$ cat src/hw/rtl/cshash_pkg.sv
// shared types and constants for the channel subscriber hash table
package cshash_pkg;

    localparam int TableSlotsDefault      = 32;
    localparam int SubscriberSlotsDefault = 8;

    localparam int ActionWidth  = 3;
    localparam int ChannelWidth = 16;
    localparam int HandleWidth  = 32;
    localparam int SubWidth     = 16;
    localparam int StatusWidth  = 3;
    localparam int SlotOutWidth = 5;

    typedef enum logic [2:0] {
        ACT_INSERT = 3'd0,
        ACT_ADD    = 3'd1,
        ACT_LOOKUP = 3'd2,
        ACT_DELETE = 3'd3,
        ACT_NOTIFY = 3'd4
    } action_t;

    typedef enum logic [2:0] {
        STS_OK       = 3'd0,
        STS_NOTFOUND = 3'd1,
        STS_FULL     = 3'd2,
        STS_SUBFULL  = 3'd3,
        STS_NONE     = 3'd4
    } status_t;

    typedef enum logic [1:0] {
        SLOT_EMPTY   = 2'd0,
        SLOT_USED    = 2'd1,
        SLOT_DELETED = 2'd2
    } slot_state_t;

    // commands from controller to datapath
    typedef struct packed {
        logic load;       // capture input transaction, start probe at home slot
        logic rd_slot;    // read slot memories at probe index
        logic step;       // advance probe index
        logic do_insert;  // write slot at probe index as new producer
        logic do_add;     // write subscriber at free subscriber slot
        logic do_delete;  // mark slot deleted
        logic sub_rd;     // read subscriber id at sub index
        logic sub_step;   // advance sub index
        logic sub_clr;    // restart sub index at zero
        logic out_load;   // load output register
        logic [2:0] out_status;
        logic out_zero;   // clear slot, handle and subscriber fields
        logic out_use_in; // handle from input rather than stored
        logic out_sub_in; // subscriber from input
        logic out_sub_rd; // subscriber from id memory
        logic out_last;
    } cshash_cmd_t;

    // status from datapath to controller
    typedef struct packed {
        logic [2:0] action;
        logic       st_empty;
        logic       st_used;
        logic       match;
        logic       probe_done;  // visited every slot
        logic       sub_free;    // some subscriber slot is free
        logic       sub_any;     // at least one subscriber valid
        logic       sub_cur;     // current sub index is valid
        logic       sub_more;    // a valid subscriber lies past current index
    } cshash_sts_t;

endpackage

$ cat src/hw/rtl/cshash_ctrl.sv
// controller state machine for the channel subscriber hash table
module cshash_ctrl (
    input  logic                    clk,
    input  logic                    rst_n,
    input  logic                    s_valid,
    output logic                    s_ready,
    output logic                    m_valid,
    input  logic                    m_ready,
    input  cshash_pkg::cshash_sts_t sts,
    output cshash_pkg::cshash_cmd_t cmd
);
    import cshash_pkg::*;

    typedef enum logic [3:0] {
        S_IDLE, S_READ, S_WAIT, S_EVAL, S_SUBRD, S_SUBWAIT, S_SUBEMIT, S_OUT
    } state_t;

    state_t state_reg, state_next;
    logic   notify_more_reg, notify_more_next;
    logic   m_valid_reg, m_valid_next;

    assign s_ready = (state_reg == S_IDLE) && !m_valid_reg;
    assign m_valid = m_valid_reg;

    always_comb
    begin
        state_next       = state_reg;
        notify_more_next = notify_more_reg;
        m_valid_next     = m_valid_reg;
        cmd              = '0;
        if (m_valid_reg && m_ready)
            m_valid_next = 1'b0;
        case (state_reg)
            S_IDLE:
            begin
                if (s_valid && !m_valid_reg)
                begin
                    cmd.load   = 1'b1;
                    state_next = S_READ;
                end
            end
            S_READ:
            begin
                // unknown actions give no result
                if (!(sts.action inside {ACT_INSERT, ACT_ADD, ACT_LOOKUP,
                                         ACT_DELETE, ACT_NOTIFY}))
                    state_next = S_IDLE;
                else
                begin
                    cmd.rd_slot = 1'b1;
                    state_next  = S_EVAL;
                end
            end
            S_EVAL:
            begin
                cmd.out_last = 1'b1;
                if (sts.action == ACT_INSERT)
                begin
                    if (!sts.st_used)
                    begin
                        cmd.do_insert  = 1'b1;
                        cmd.out_load   = 1'b1;
                        cmd.out_status = STS_OK;
                        cmd.out_use_in = 1'b1;
                        state_next     = S_OUT;
                    end
                    else if (sts.probe_done)
                    begin
                        cmd.out_load   = 1'b1;
                        cmd.out_status = STS_FULL;
                        cmd.out_zero   = 1'b1;
                        state_next     = S_OUT;
                    end
                    else
                    begin
                        cmd.step   = 1'b1;
                        state_next = S_WAIT;
                    end
                end
                else if (sts.st_used && sts.match)
                begin
                    case (sts.action)
                        ACT_ADD:
                        begin
                            cmd.out_load = 1'b1;
                            state_next   = S_OUT;
                            if (sts.sub_free)
                            begin
                                cmd.do_add     = 1'b1;
                                cmd.out_status = STS_OK;
                                cmd.out_sub_in = 1'b1;
                            end
                            else
                                cmd.out_status = STS_SUBFULL;
                        end
                        ACT_DELETE:
                        begin
                            cmd.do_delete  = 1'b1;
                            cmd.out_load   = 1'b1;
                            cmd.out_status = STS_OK;
                            state_next     = S_OUT;
                        end
                        ACT_NOTIFY:
                        begin
                            if (!sts.sub_any)
                            begin
                                cmd.out_load   = 1'b1;
                                cmd.out_status = STS_NONE;
                                cmd.out_use_in = 1'b1;
                                state_next     = S_OUT;
                            end
                            else
                            begin
                                cmd.sub_clr = 1'b1;
                                state_next  = S_SUBRD;
                            end
                        end
                        default:
                        begin
                            cmd.out_load   = 1'b1;
                            cmd.out_status = STS_OK;
                            state_next     = S_OUT;
                        end
                    endcase
                end
                else if (sts.st_empty || sts.probe_done)
                begin
                    cmd.out_load   = 1'b1;
                    cmd.out_status = STS_NOTFOUND;
                    cmd.out_zero   = 1'b1;
                    state_next     = S_OUT;
                end
                else
                begin
                    cmd.step   = 1'b1;
                    state_next = S_WAIT;
                end
            end
            S_WAIT:
            begin
                cmd.rd_slot = 1'b1;
                state_next  = S_EVAL;
            end
            S_SUBRD:
            begin
                // skip invalid subscriber slots
                if (sts.sub_cur)
                begin
                    cmd.sub_rd       = 1'b1;
                    notify_more_next = sts.sub_more;
                    state_next       = S_SUBWAIT;
                end
                else
                    cmd.sub_step = 1'b1;
            end
            S_SUBWAIT:
            begin
                state_next = S_SUBEMIT;
            end
            S_SUBEMIT:
            begin
                if (!m_valid_reg || m_ready)
                begin
                    cmd.out_load   = 1'b1;
                    cmd.out_status = STS_OK;
                    cmd.out_use_in = 1'b1;
                    cmd.out_sub_rd = 1'b1;
                    cmd.out_last   = !notify_more_reg;
                    m_valid_next   = 1'b1;
                    if (notify_more_reg)
                    begin
                        cmd.sub_step = 1'b1;
                        state_next   = S_SUBRD;
                    end
                    else
                        state_next = S_IDLE;
                end
            end
            S_OUT:
            begin
                m_valid_next = 1'b1;
                state_next   = S_IDLE;
            end
            default:
            begin
                state_next = S_IDLE;
            end
        endcase
    end

    always_ff @(posedge clk or negedge rst_n)
    begin
        if (!rst_n)
        begin
            state_reg       <= S_IDLE;
            notify_more_reg <= 1'b0;
            m_valid_reg     <= 1'b0;
        end
        else
        begin
            state_reg       <= state_next;
            notify_more_reg <= notify_more_next;
            m_valid_reg     <= m_valid_next;
        end
    end

`ifndef SYNTHESIS
    a_no_overwrite : assert property (@(posedge clk) disable iff (!rst_n)
        cmd.out_load && (state_reg == S_SUBEMIT) |-> (!m_valid_reg || m_ready))
        else $error("output overwritten while pending");
    a_accept_idle : assert property (@(posedge clk) disable iff (!rst_n)
        cmd.load |-> !m_valid_reg)
        else $error("accepted with result pending");
    a_read_eval : assert property (@(posedge clk) disable iff (!rst_n)
        (state_reg == S_EVAL) |-> $past(cmd.rd_slot))
        else $error("evaluated without slot read");
`endif

endmodule

$ cat config.mk
export PLATFORM = sky130hd
export DESIGN_NAME = cshash_ctrl
export DESIGN_NICKNAME = d
export VERILOG_FILES = /design/src/hw/rtl/cshash_pkg.sv /design/src/hw/rtl/cshash_ctrl.sv
export SDC_FILE = /design/constraint.sdc
export NUM_CORES = 1
export LEC_CHECK = 0
export BUFFER_PORTS_ARGS = -buffer_cell sky130_fd_sc_hd__buf_2
export CAP_MARGIN = 20
export CORE_AREA = 2 2 39 41
export CTS_BUF_LIST = sky130_fd_sc_hd__clkbuf_4
export CTS_CLUSTER_DIAMETER = 80
export DETAILED_ROUTE_END_ITERATION = 10
export DIE_AREA = 0 0 41 43
export HOLD_SLACK_MARGIN = 0.05
export MAX_ROUTING_LAYER = met4
export PLACE_DENSITY_LB_ADDON = 0.25
export SETUP_SLACK_MARGIN = 0.05
export SYNTH_ARGS = -nofsm -noshare
export SYNTH_HDL_FRONTEND = slang
export SYNTH_SLANG_ARGS = --single-unit
$ cat constraint.sdc
create_clock -name clk -period 1.7 [get_ports clk]
set_input_delay 0.085 -clock clk [delete_from_list [all_inputs] [get_ports clk]]
set_output_delay 0.085 -clock clk [all_outputs]
set_load 0.005 [all_outputs]
## After elaboration in Yosys (flattened, before gate mapping)

Cells that the tools add are included.

| operators by class | value |
|---|---|
| div/mod/pow operators | 0 |
| multiply operators | 0 |
| bitwise gates (word level) | 0 |
| $lt $le $gt $ge | 0 |
| reductions and logical operators | 13 |
| shifts and indexed selects | 0 |
| add/sub/neg operators | 0 |
| equal/unequal tests | 14 |
| multiplexer cells | 67 |

Operator list:

| cell | count |
|---|---|
| $mux W4 | 12 |
| $mux W1 | 34 |
| $pmux W4 S7 | 1 |
| $eq A4 B3 Y1 const B | 4 |
| $pmux W4 S2 | 2 |
| $mux W2 | 7 |
| $mux W5 | 2 |
| $pmux W1 S2 | 5 |
| $mux W3 | 3 |
| $eq A4 B2 Y1 const B | 2 |
| $eq A3 B2 Y1 const B | 2 |
| $mux W6 | 1 |
| $reduce_bool A5 Y1 | 1 |
| $eq A4 B1 Y1 const B | 1 |
| $logic_and A1 B1 Y1 | 4 |
| $logic_not A4 Y1 | 1 |
| $ne A2 B2 Y1 const B | 2 |
| $eq A3 B1 Y1 const B | 1 |
| $eq A3 B3 Y1 const B | 1 |
| $logic_not A3 Y1 | 1 |
| $reduce_and A3 Y1 | 1 |
| $logic_not A1 Y1 | 2 |
| $logic_or A1 B1 Y1 | 2 |
| $ne A2 B1 Y1 const B | 1 |
| $reduce_and A2 Y1 | 1 |

| word-level totals | value |
|---|---|
| flip-flop bits (word level) | 6 |
| word-level logic and storage cells | 97 |
| bits in writable memories | 0 |
| memories | 0 |
| ROM bits | 0 |
| bits in latches | 0 |

## Depth between registers and ports, before layout

Gate-level depths: netlist of the first run.

| logic depth | value |
|---|---|
| word-level depth | 5 |
| gate-level depth with buffers | 6 |
| depth with buffers taken out | 4 |

## Worst setup path after synthesis of the first run

OpenSTA, ideal clock, no wires.

| path | value |
|---|---|
| kind | reg-to-reg |
| from | register state_reg[2] |
| to | register state_reg[0] |
| cell stages (with the launch flop) | 7 |
| setup slack | 0.266 ns |
| period minus slack after synthesis | 1.434 ns |
| data required time | 1.606 ns |
| setup time | 0.094 ns |
| arrival time | 1.340 ns |
| cells stage by stage | dfrtp_1 -> buf_2 -> inv_1 -> nand3_1 -> clkbuf_1 -> nand3b_2 -> a221oi_2 |

| on the way | value |
|---|---|
| cells in the longest elaborated chain, start to end | 3 |
| elaborated cells between the ends (all ways) | 12 |

RTL lines:

| what | line | text |
|---|---|---|
| from (decl) | cshash_ctrl.sv:18 | `state_t state_reg, state_next;` |
| from (signal assigned) | cshash_ctrl.sv:201 | `state_reg <= state_next;` |
| $eq A4 B3 Y1 or $logic_not A4 Y1 (tied branches) | cshash_ctrl.sv:33 | `case (state_reg)` |
| $ne A2 B2 Y1 (no line) or $ne A2 B1 Y1 (tied branches) | -- |  |
| $reduce_and A3 Y1 (no line) | -- |  |

Parallel ways exist; a longest one is shown, timed or not.
A chain may end at the register's enable or synchronous reset.

==> flow_summary_export.csv, run 1 <==
group,metric,value,unit
placed_design,gp_congestion,0.852,
worst_setup_path,crit_fanout,8,
clocking,clkSinkCount,5,
timing,fmax,0.629,GHz
clocking,worstSkewPairLatency,0.24,ns
synthesis,synth_nets,95,
placed_design,place_inst,129,
final_layout,utilization,60.7,%
worst_setup_path,critPathKind,"flip-flop to output pin",
drt,drtIter0Drc,8,
worst_setup_path,cp-start-kind,"flip-flop",
synthesis,yosys.cell_count.top_type,"nor2_1",
floorplan,dieArea,1760,um2
synthesis,yosysUniqueCellTypes,30,
hold_path,holdPathStages,2,
hold_path,min_path_type,"input port to flip-flop",
timing,min_period,1.59,ns
worst_setup_path,rrSetupSlack,0.41,ns
global_routing,grt_max_degree,10,
global_routing,antenna_found_initial,0,
final_layout,fin_nets,137,
final_layout,diodes,0,
synthesis,synth_edf_count,0,
worst_setup_path,end_kind,"output pin",
clocking,cts_max_path_buffers,2,
global_routing,grt_use_total,20.6,%
timing,fin_tns_setup,0,ns
run,maxCapViolations,0,
timing,max_slew_margin,58.4,%
clocking,cts-root-buf,"clkbuf_4",
clocking,h-tree-depth,1,
floorplan,io-pin-count,35,
pwr,power_frac_clock,12.9,%
worst_setup_path,rr_worst_depth,4,
timing,finClkSkew,0.00360,ns
timing,fin_crit_sh,93.6,%
floorplan,fp.dieW,41,um
synthesis,yosys_most_used_dff,"dfrtp_1",
clocking,cts_buffers,3,
worst_setup_path,cp.arrival,1.51,ns
synthesis,syn_inst,80,
worst_setup_path,r2r-start,"state_reg[0]",
pwr,pwr-share-comb,65.1,%
pwr,pwr-share-seq,22.0,%
floorplan,die_y,43,um
pwr,switching_power,497,uW
synthesis,ys_seq_area_share,23.1,%
drt,wire_per_inst,12.2,um
final_layout,area_growth_syn_to_layout,55.0,%
pwr,p_sw_share,42.2,%
timing,fin_hold_ws,0.0807,ns
synthesis,synthTopCellsByCount,"10 x nor2_1, 7 x a21oi_1, 7 x nand2_1, 7 x o21ai_0, 6 x inv_1",
global_routing,grt_pass1_wl,2.45,mm
worst_setup_path,startpoint,"state_reg[0]",
drt,vias,733,
timing,worst_pin_slew,0.619,ns
floorplan,core,1380,um2
final_layout,finalNonFillerCells,137,
placed_design,io_buffers,34,
outcome,status,"finished, final reports clean",
synthesis,yosysTopAreaCellShare,23.1,%
pwr,cellLeakagePower,0.000432,uW
floorplan,start_util,39.2,%
timing,slew_violations,0,
final_layout,drive_above_1_share,47.9,%
hold_path,hp-start,"sts[0]",
clocking,path_clk_slew,0.04,ns
drt,drt_wl_total,1.67,mm
drt,viasPerCell,5.35,
synthesis,synth_area_leaders,"dfrtp_1 23%, nor2_1 6.9%, a21oi_1 6.5%",
floorplan,rows,14,
synthesis,yosysWarnings,0,
global_routing,grt_pass1_vias,630,
worst_setup_path,timing.rr.end,"state_reg[0]",
timing,rsz0062_at_grt,"false",
drt,drtAntennaViolNets,0,
timing,setup_viol,0,
placed_design,hpwl,1.29,mm
worst_setup_path,cp_data_required_time,1.62,ns
final_layout,largest_reg_flops,3,
synthesis,yosys.area.top_type,"dfrtp_1",
hold_path,hold-path-endpoint,"notify_more_reg",
drt,drtPass1Iterations,4,
pwr,vdd_drop_max,694,uV
synthesis,async_flop_share,100,%
synthesis,syn-cell-area,542,um2
pwr,p_per_area,1400,nW/um2
timing,hold_viol_final,0,
synthesis,avgSynthCellArea,6.77,um2
synthesis,ys_ff_latch,5,
drt,drc,0,
global_routing,grt_remaining_overflow,0,
clocking,cts_tree,"done",
pwr,p_int,679,uW
routing by layer:
layer | vias up | track usage, % | wire, um
li1 | 372 | - | -
met1 | 331 | 21.6 | 716
met2 | 26 | 35.0 | 871
met3 | 4 | 3.66 | 72
met4 | 0 | 9.33 | 5
met5 | - | - | 0
worst max-delay path, cell delays in order (launching register included):
cell     delay (ns)
dfrtp_1        0.38
buf_4          0.16
or3_1          0.39
nor3b_1        0.20
buf_2          0.14
logic make-up (layout without fill, tap and decap cells):
logic type | count (synthesis) | count (layout) | synth area share, %
AO/OA/AOI/OAI | 22 | 22 | 26.1
buffers and inverters | 11 | 52 | 8.54
flip-flops | 5 | 5 | 23.1
multiplexers | 1 | 1 | 2.08
AND/OR/NAND/NOR | 41 | 41 | 40.2
cells in the final DEF, fill, tap and decap left out, drive strengths merged, types with 2 or more instances in the layout:
cell,n
buf,41
nor2,10
a21oi,7
o21ai,7
nand2,7
inv,6
nor3,5
dfrtp,5
clkbuf,4
nand3,4
nand2b,3
or3,3
nand3b,2
or4,2
nor4,2
cell type report:
type | count | area [um2]
Clock buffer | 4 | 30.0
Fill cell | 138 | 544
Inverter | 6 | 22.5
Multi-Input combinational cell | 64 | 404
Sequential cell | 5 | 126
Tap cell | 16 | 20.0
Timing Repair Buffer | 42 | 236
worst max path at each step:
stage	to	slack [ns]
2_1_floorplan	state_reg[0]	0.27
3_3_place_gp	cmd[3]	0.26
3_5_place_dp	cmd[3]	0.26
4_1_cts	cmd[12]	0.03
5_1_grt	cmd[17]	0.05
6_report	cmd[17]	0.11
power by group through the flow:
stage                     Sequential, uW  Clock [uW]  Combinational [uW]
after CTS                            252         157                 656
after global placement               246           0                 631
final                                259         151                 766
after floorplan                      224           0                 423
after global routing                 268         167                 856
after detailed placement             250           0                 641
repair_timing:
item | in CTS | in global routing
buffers inserted | 0 | 3
endpoints found under the setup margin | 1 | 10
hold buffers | 1 | 0
resized for setup | 2 | 9
endpoints found under the hold margin | 5 | 0
through the flow:
| step | area, um2 | worst slack [ns] | power, uW |
|---|---|---|---|
| 2_1_floorplan | 542 | 0.266 | 647 |
| 3_3_place_gp | 738 | 0.260 | 877 |
| 3_5_place_dp | 738 | 0.261 | 891 |
| 4_1_cts | 787 | 0.0320 | 1070 |
| 5_1_grt | 840 | 0.0457 | 1290 |
| 6_report | 840 | 0.109 | 1180 |
No activity file was read; power rests on OpenSTA's default activity.
==> run 2, diff against run 1 <==
- HOLD_SLACK_MARGIN: 0.05 -> 0.12
- clock period: 1.7 -> 1.8 ns (I/O delays scaled with it)
==> run 2 against run 1 <==
- flip-flop and latch count unchanged
- via count is 5.3% lower
- count of clock-buffer cells in the layout stayed put
- largest power group unchanged
- core utilization down 1.6 points
==> flow_summary_export.csv, run 2 (same netlist as run 1, synthesis figures left out) <==
group,metric,value,unit
worst_setup_path,crit_chain,"buf_4, nand2_1, or3_1, o21ai_0, buf_2",
placed_design,hpwl,1.15,mm
floorplan,io-pin-count,35,
run,maxCapViolations,0,
worst_setup_path,slowest_delay,0.39,ns
floorplan,core,1380,um2
clocking,path_clk_slew,0.04,ns
drt,drtPass1Iterations,4,
final_layout,layout_commonest_cell,"buf_2",
timing,fmax,0.625,GHz
global_routing,grt_remaining_overflow,0,
worst_setup_path,crit_fanout,8,
timing,hold_viol_final,0,
worst_setup_path,rr_worst_depth,3,
floorplan,dieArea,1760,um2
final_layout,final_cell_mix,"34 x buf_2, 10 x nor2_1, 7 x o21ai_0, 7 x a21oi_1, 7 x nand2_1",
hold_path,hp-start,"m_ready",
final_layout,area_growth_syn_to_layout,50.8,%
worst_setup_path,rrSetupSlack,0.44,ns
global_routing,grt_pass1_wl,2.24,mm
worst_setup_path,cp-start-kind,"flip-flop",
worst_setup_path,end_kind,"output pin",
clocking,clkSinkCount,5,
hold_path,holdPathStages,3,
worst_setup_path,path_delay_family,"simple AND/OR/NAND/NOR gates",
timing,setup_viol,0,
drt,wire_per_inst,11.1,um
clocking,cts_buffers,3,
hold_path,min_path_type,"input port to flip-flop",
timing,max_slew_margin,64.4,%
timing,min_period,1.60,ns
floorplan,die_y,43,um
global_routing,grt_use_total,18.8,%
worst_setup_path,cp_data_required_time,1.71,ns
floorplan,rows,14,
worst_setup_path,cp.arrival,1.51,ns
clocking,h-tree-depth,1,
pwr,vdd_drop_max,704,uV
drt,vias,694,
final_layout,fin_nets,136,
pwr,p_per_area,1260,nW/um2
timing,fin_ws,0.201,ns
outcome,status,"finished, final reports clean",
global_routing,antenna_found_initial,0,
final_layout,drive_above_1_share,45.0,%
hold_path,hold-path-endpoint,"m_valid",
final_layout,utilization,59.0,%
drt,drtIter0Drc,6,
drt,drc,0,
timing,finClkSkew,0.000297,ns
floorplan,start_util,39.2,%
worst_setup_path,crit_slowest_cell,"or3_1",
global_routing,grt_pass1_vias,556,
timing,fin_hold_ws,0.172,ns
placed_design,placed_cell_area,723,um2
clocking,worstSkewPairLatency,0.24,ns
floorplan,fp.dieW,41,um
drt,drtAntennaViolNets,0,
final_layout,diodes,0,
final_layout,final_area,817,um2
placed_design,dp_slack,0.211,ns
clocking,cts-root-buf,"clkbuf_4",
pwr,cellLeakagePower,0.000422,uW
timing,fin_tns_setup,0,ns
drt,drt_wl_total,1.51,mm
worst_setup_path,critPathKind,"flip-flop to output pin",
drt,viasPerCell,5.10,
placed_design,io_buffers,34,
clocking,cts_max_path_buffers,2,
clocking,cts_tree,"done",
timing,fin_crit_sh,88.8,%
timing,worst_pin_slew,0.530,ns
worst_setup_path,r2r-start,"state_reg[1]",
global_routing,grt_max_degree,15,
placed_design,gp_congestion,0.778,
final_layout,largest_reg_flops,3,
timing,rsz0062_at_grt,"false",
timing,slew_violations,0,
worst_setup_path,critical_path_buf_inv_count,2,
worst_setup_path,timing.rr.end,"notify_more_reg",
run 2: cell types whose count changed in the layout (fill, tap and decap cells not counted), sizes merged:
| cell | previous run | this run |
|---|---|---|
| buf | 41 | 39 |
| dlygate4sd3 | 1 | 2 |
run 2: through the flow:
stage / cells / total power [uW]
2_1_floorplan: 80 / 611
3_3_place_gp: 127 / 793
3_5_place_dp: 127 / 805
4_1_cts: 133 / 969
5_1_grt: 136 / 1140
6_report: 136 / 1030
run 2: worst max path at each step:
stage	start	endpoint	cells after the start
floorplan	state_reg[2]	state_reg[0]	6
global placement	state_reg[1]	state_reg[0]	3
detailed placement	state_reg[1]	cmd[3]	4
CTS	m_valid	cmd[3]	5
global route	state_reg[2]	cmd[3]	6
finish	state_reg[2]	cmd[0]	5
run 2: power by group:
group / total (uW) / leakage [uW] / internal, uW / switching, uW
Combinational: 612 / 0.000344 / 322 / 289
Sequential: 272 / 0.0000595 / 175 / 97.0
Clock: 142 / 0.0000184 / 98.7 / 43.8
run 2: timing repair:
item                                   CTS  global route
setup endpoints to repair                6             6
gates resized for setup                  2             4
hold buffers                             2             0
setup buffers                            0             3
endpoints found under the hold margin    6             0
run 2: layout make-up:
class	instances	area, um2
clock buffer	4	30.0
multi-input combinational	64	389
timing repair buffer	41	228
inverter	6	22.5
sequential	5	128
fill	142	567
tap	16	20.0
run 2: tightest hold or removal path: cells and delay by family:
family	cells	cell delay, ns
buf+inv	1	0.10
simple gates	2	0.18
run 2: metal layers:
| layer | up-vias | routed length [um] | GRT usage (%) |
|---|---|---|---|
| met2 | 26 | 767 | 30.3 |
| met4 | 0 | 14 | 8.00 |
| li1 | 367 | - | - |
| met3 | 2 | 96 | 1.57 |
| met1 | 299 | 634 | 22.7 |
| met5 | - | 0 | - |
==> run 3, diff against run 2 <==
- CORE_AREA: 2 2 39 41 -> not set
- CORE_UTILIZATION: not set -> 38
- DIE_AREA: 0 0 41 43 -> not set
- clock period: 1.8 -> 1.3 ns (I/O delays scaled with it)
==> run 3 against run 2 <==
- sequential power up 50%
- final cell count increased by 17%
- hold slack got worse by 0.0038 ns
- sequential share of layout area decreased by 4.8 points
- register-to-register slack worse by 0.56 ns
- first-iteration DRC count rose to 5.0 times the previous value
- final area increased by 45%
- non-clock buffer count grew 24
- flip-flop and latch count unchanged
- critical path depth shrank 1
- the run now ends with setup timing left
- die area is 10% lower
- core utilization rose by 31 points
==> flow_summary_export.csv, run 3 (same netlist as run 1, synthesis figures left out) <==
group,metric,value,unit
drt,drc,0,
final_layout,diodes,0,
timing,slew_violations,0,
timing,finClkSkew,0.00412,ns
global_routing,antenna_found_initial,0,
floorplan,rows,13,
final_layout,fin_nets,160,
worst_setup_path,critPathKind,"flip-flop to output pin",
clocking,h-tree-depth,1,
worst_setup_path,startpoint,"state_reg[1]",
global_routing,grt_remaining_overflow,0,
worst_setup_path,cp_data_required_time,1.24,ns
worst_setup_path,cp.arrival,1.47,ns
drt,wire_per_inst,17.1,um
floorplan,fp.dieW,39.8,um
outcome,status,"finished, violations left",
final_layout,layout_commonest_cell,"buf_2",
floorplan,io-pin-count,35,
drt,drt_wl_total,2.73,mm
floorplan,start_util,41.1,%
worst_setup_path,end_kind,"output pin",
timing,setup_viol,21,
placed_design,gp_congestion,0.769,
floorplan,die_y,39.8,um
pwr,cellLeakagePower,0.000599,uW
timing,fin_ws,-0.234,ns
outcome,violations,"setup timing",
drt,drtIter0Drc,30,
drt,vias,956,
final_layout,nFillCells,56,
run,maxCapViolations,0,
timing,fin_crit_sh,118,%
hold_path,min_path_type,"input port to asynchronous set/reset pin",
pwr,vdd_drop_max,1320,uV
final_layout,area_growth_syn_to_layout,119,%
timing,min_period,1.53,ns
floorplan,core,1320,um2
placed_design,dp_slack,-0.0993,ns
timing,worst_pin_slew,0.443,ns
timing,rsz0062_at_grt,"true",
drt,drtAntennaViolNets,0,
clocking,cts-root-buf,"clkbuf_4",
clocking,worstSkewPairLatency,0.24,ns
floorplan,dieArea,1580,um2
clocking,clkSinkCount,5,
placed_design,io_buffers,34,
clocking,cts_buffers,3,
global_routing,grt_max_degree,8,
placed_design,hpwl,1.41,mm
final_layout,drive_above_1_share,70.1,%
global_routing,grt_pass1_wl,2.85,mm
worst_setup_path,r2r-start,"state_reg[2]",
global_routing,grt_pass1_vias,667,
clocking,cts_tree,"done",
clocking,cts_max_path_buffers,2,
worst_setup_path,crit_fanout,4,
timing,fin_hold_ws,0.168,ns
timing,fmax,0.652,GHz
drt,drtPass1Iterations,4,
final_layout,largest_reg_flops,3,
placed_design,place_inst,144,
timing,hold_viol_final,0,
final_layout,final_cell_mix,"32 x buf_2, 20 x buf_4, 11 x buf_6, 6 x nand2_1, 5 x o21ai_0",
final_layout,finalNonFillerCells,159,
drt,viasPerCell,6.01,
clocking,path_clk_slew,0.04,ns
worst_setup_path,cp-start-kind,"flip-flop",
pwr,p_per_area,1930,nW/um2
timing,max_slew_margin,70.2,%
pwr,power,2290,uW
global_routing,grt_use_total,28.1,%
## run 3: cell count changes in the layout (fill, tap and decap cells not counted), moves of 3 or more
cell     before  now
buf_4         5   20
buf_6         0   11
nor3_1        5    2
nor2_2        0    4
nor2_1       10    4
a21oi_1       7    3
a21oi_2       0    4
## run 3: layout make-up
class	instances	area (um2)	share of cell area [%]
Multi-Input combinational cell	64	531	44.7
Inverter	6	25.0	2.11
Clock buffer	4	30.0	2.53
Sequential cell	5	129	10.9
Timing Repair Buffer	65	454	38.3
Tap cell	15	18.8	1.58
## run 3: layer usage
metal,part of all wire (%),track usage (%),up-vias
met5,0,-,-
met4,4.0,5.17,0
met3,6.1,1.70,14
met2,52,54.5,69
met1,38,31.2,458
li1,-,-,415
## run 3: repair_timing
item	CTS	global route
pin swaps	6	11
cloned	0	0
hold endpoints to repair	6	0
endpoints found under the setup margin	22	22
setup buffers	4	5
hold buffers	2	0
gates resized for setup	20	26
## run 3: critical path: stages, from the launching register on
cell and delay, ns:
dfrtp_2 0.46, buf_6 0.14, or3_4 0.34, nor3b_2 0.15, buf_2 0.13
## run 3: path summary, 6_finish.rpt
kind | endpoint | slack, ns | depth (start not counted)
worst min-delay path | state_reg[1] | 0.17 | 2
worst max-delay path | cmd[17] | -0.23 | 4
min in group clk | state_reg[0] | 0.20 | 3
worst min register to register | notify_more_reg | 0.61 | 1
max in group asynchronous | state_reg[2] | 0.99 | 2
worst max register to register | state_reg[0] | -0.12 | 6
## run 3: where the power goes
part           internal (uW)  leakage, uW  switching (uW)
registers                246    0.0000582             161
clock network            137    0.0000184            61.4
logic                    921     0.000522             763
total                   1300     0.000599             985
## run 3: per-stage QoR
| stage | util (%) | TNS, ns | cell area [um2] |
|---|---|---|---|
| floorplan | - | 0 | 584 |
| global placement | 67.0 | -0.0819 | 883 |
| CTS | 79.0 | -2.27 | 1040 |
| finish | 90.1 | -2.61 | 1190 |
| global route | 90.1 | -3.61 | 1190 |
| detailed placement | 67.0 | -0.184 | 883 |
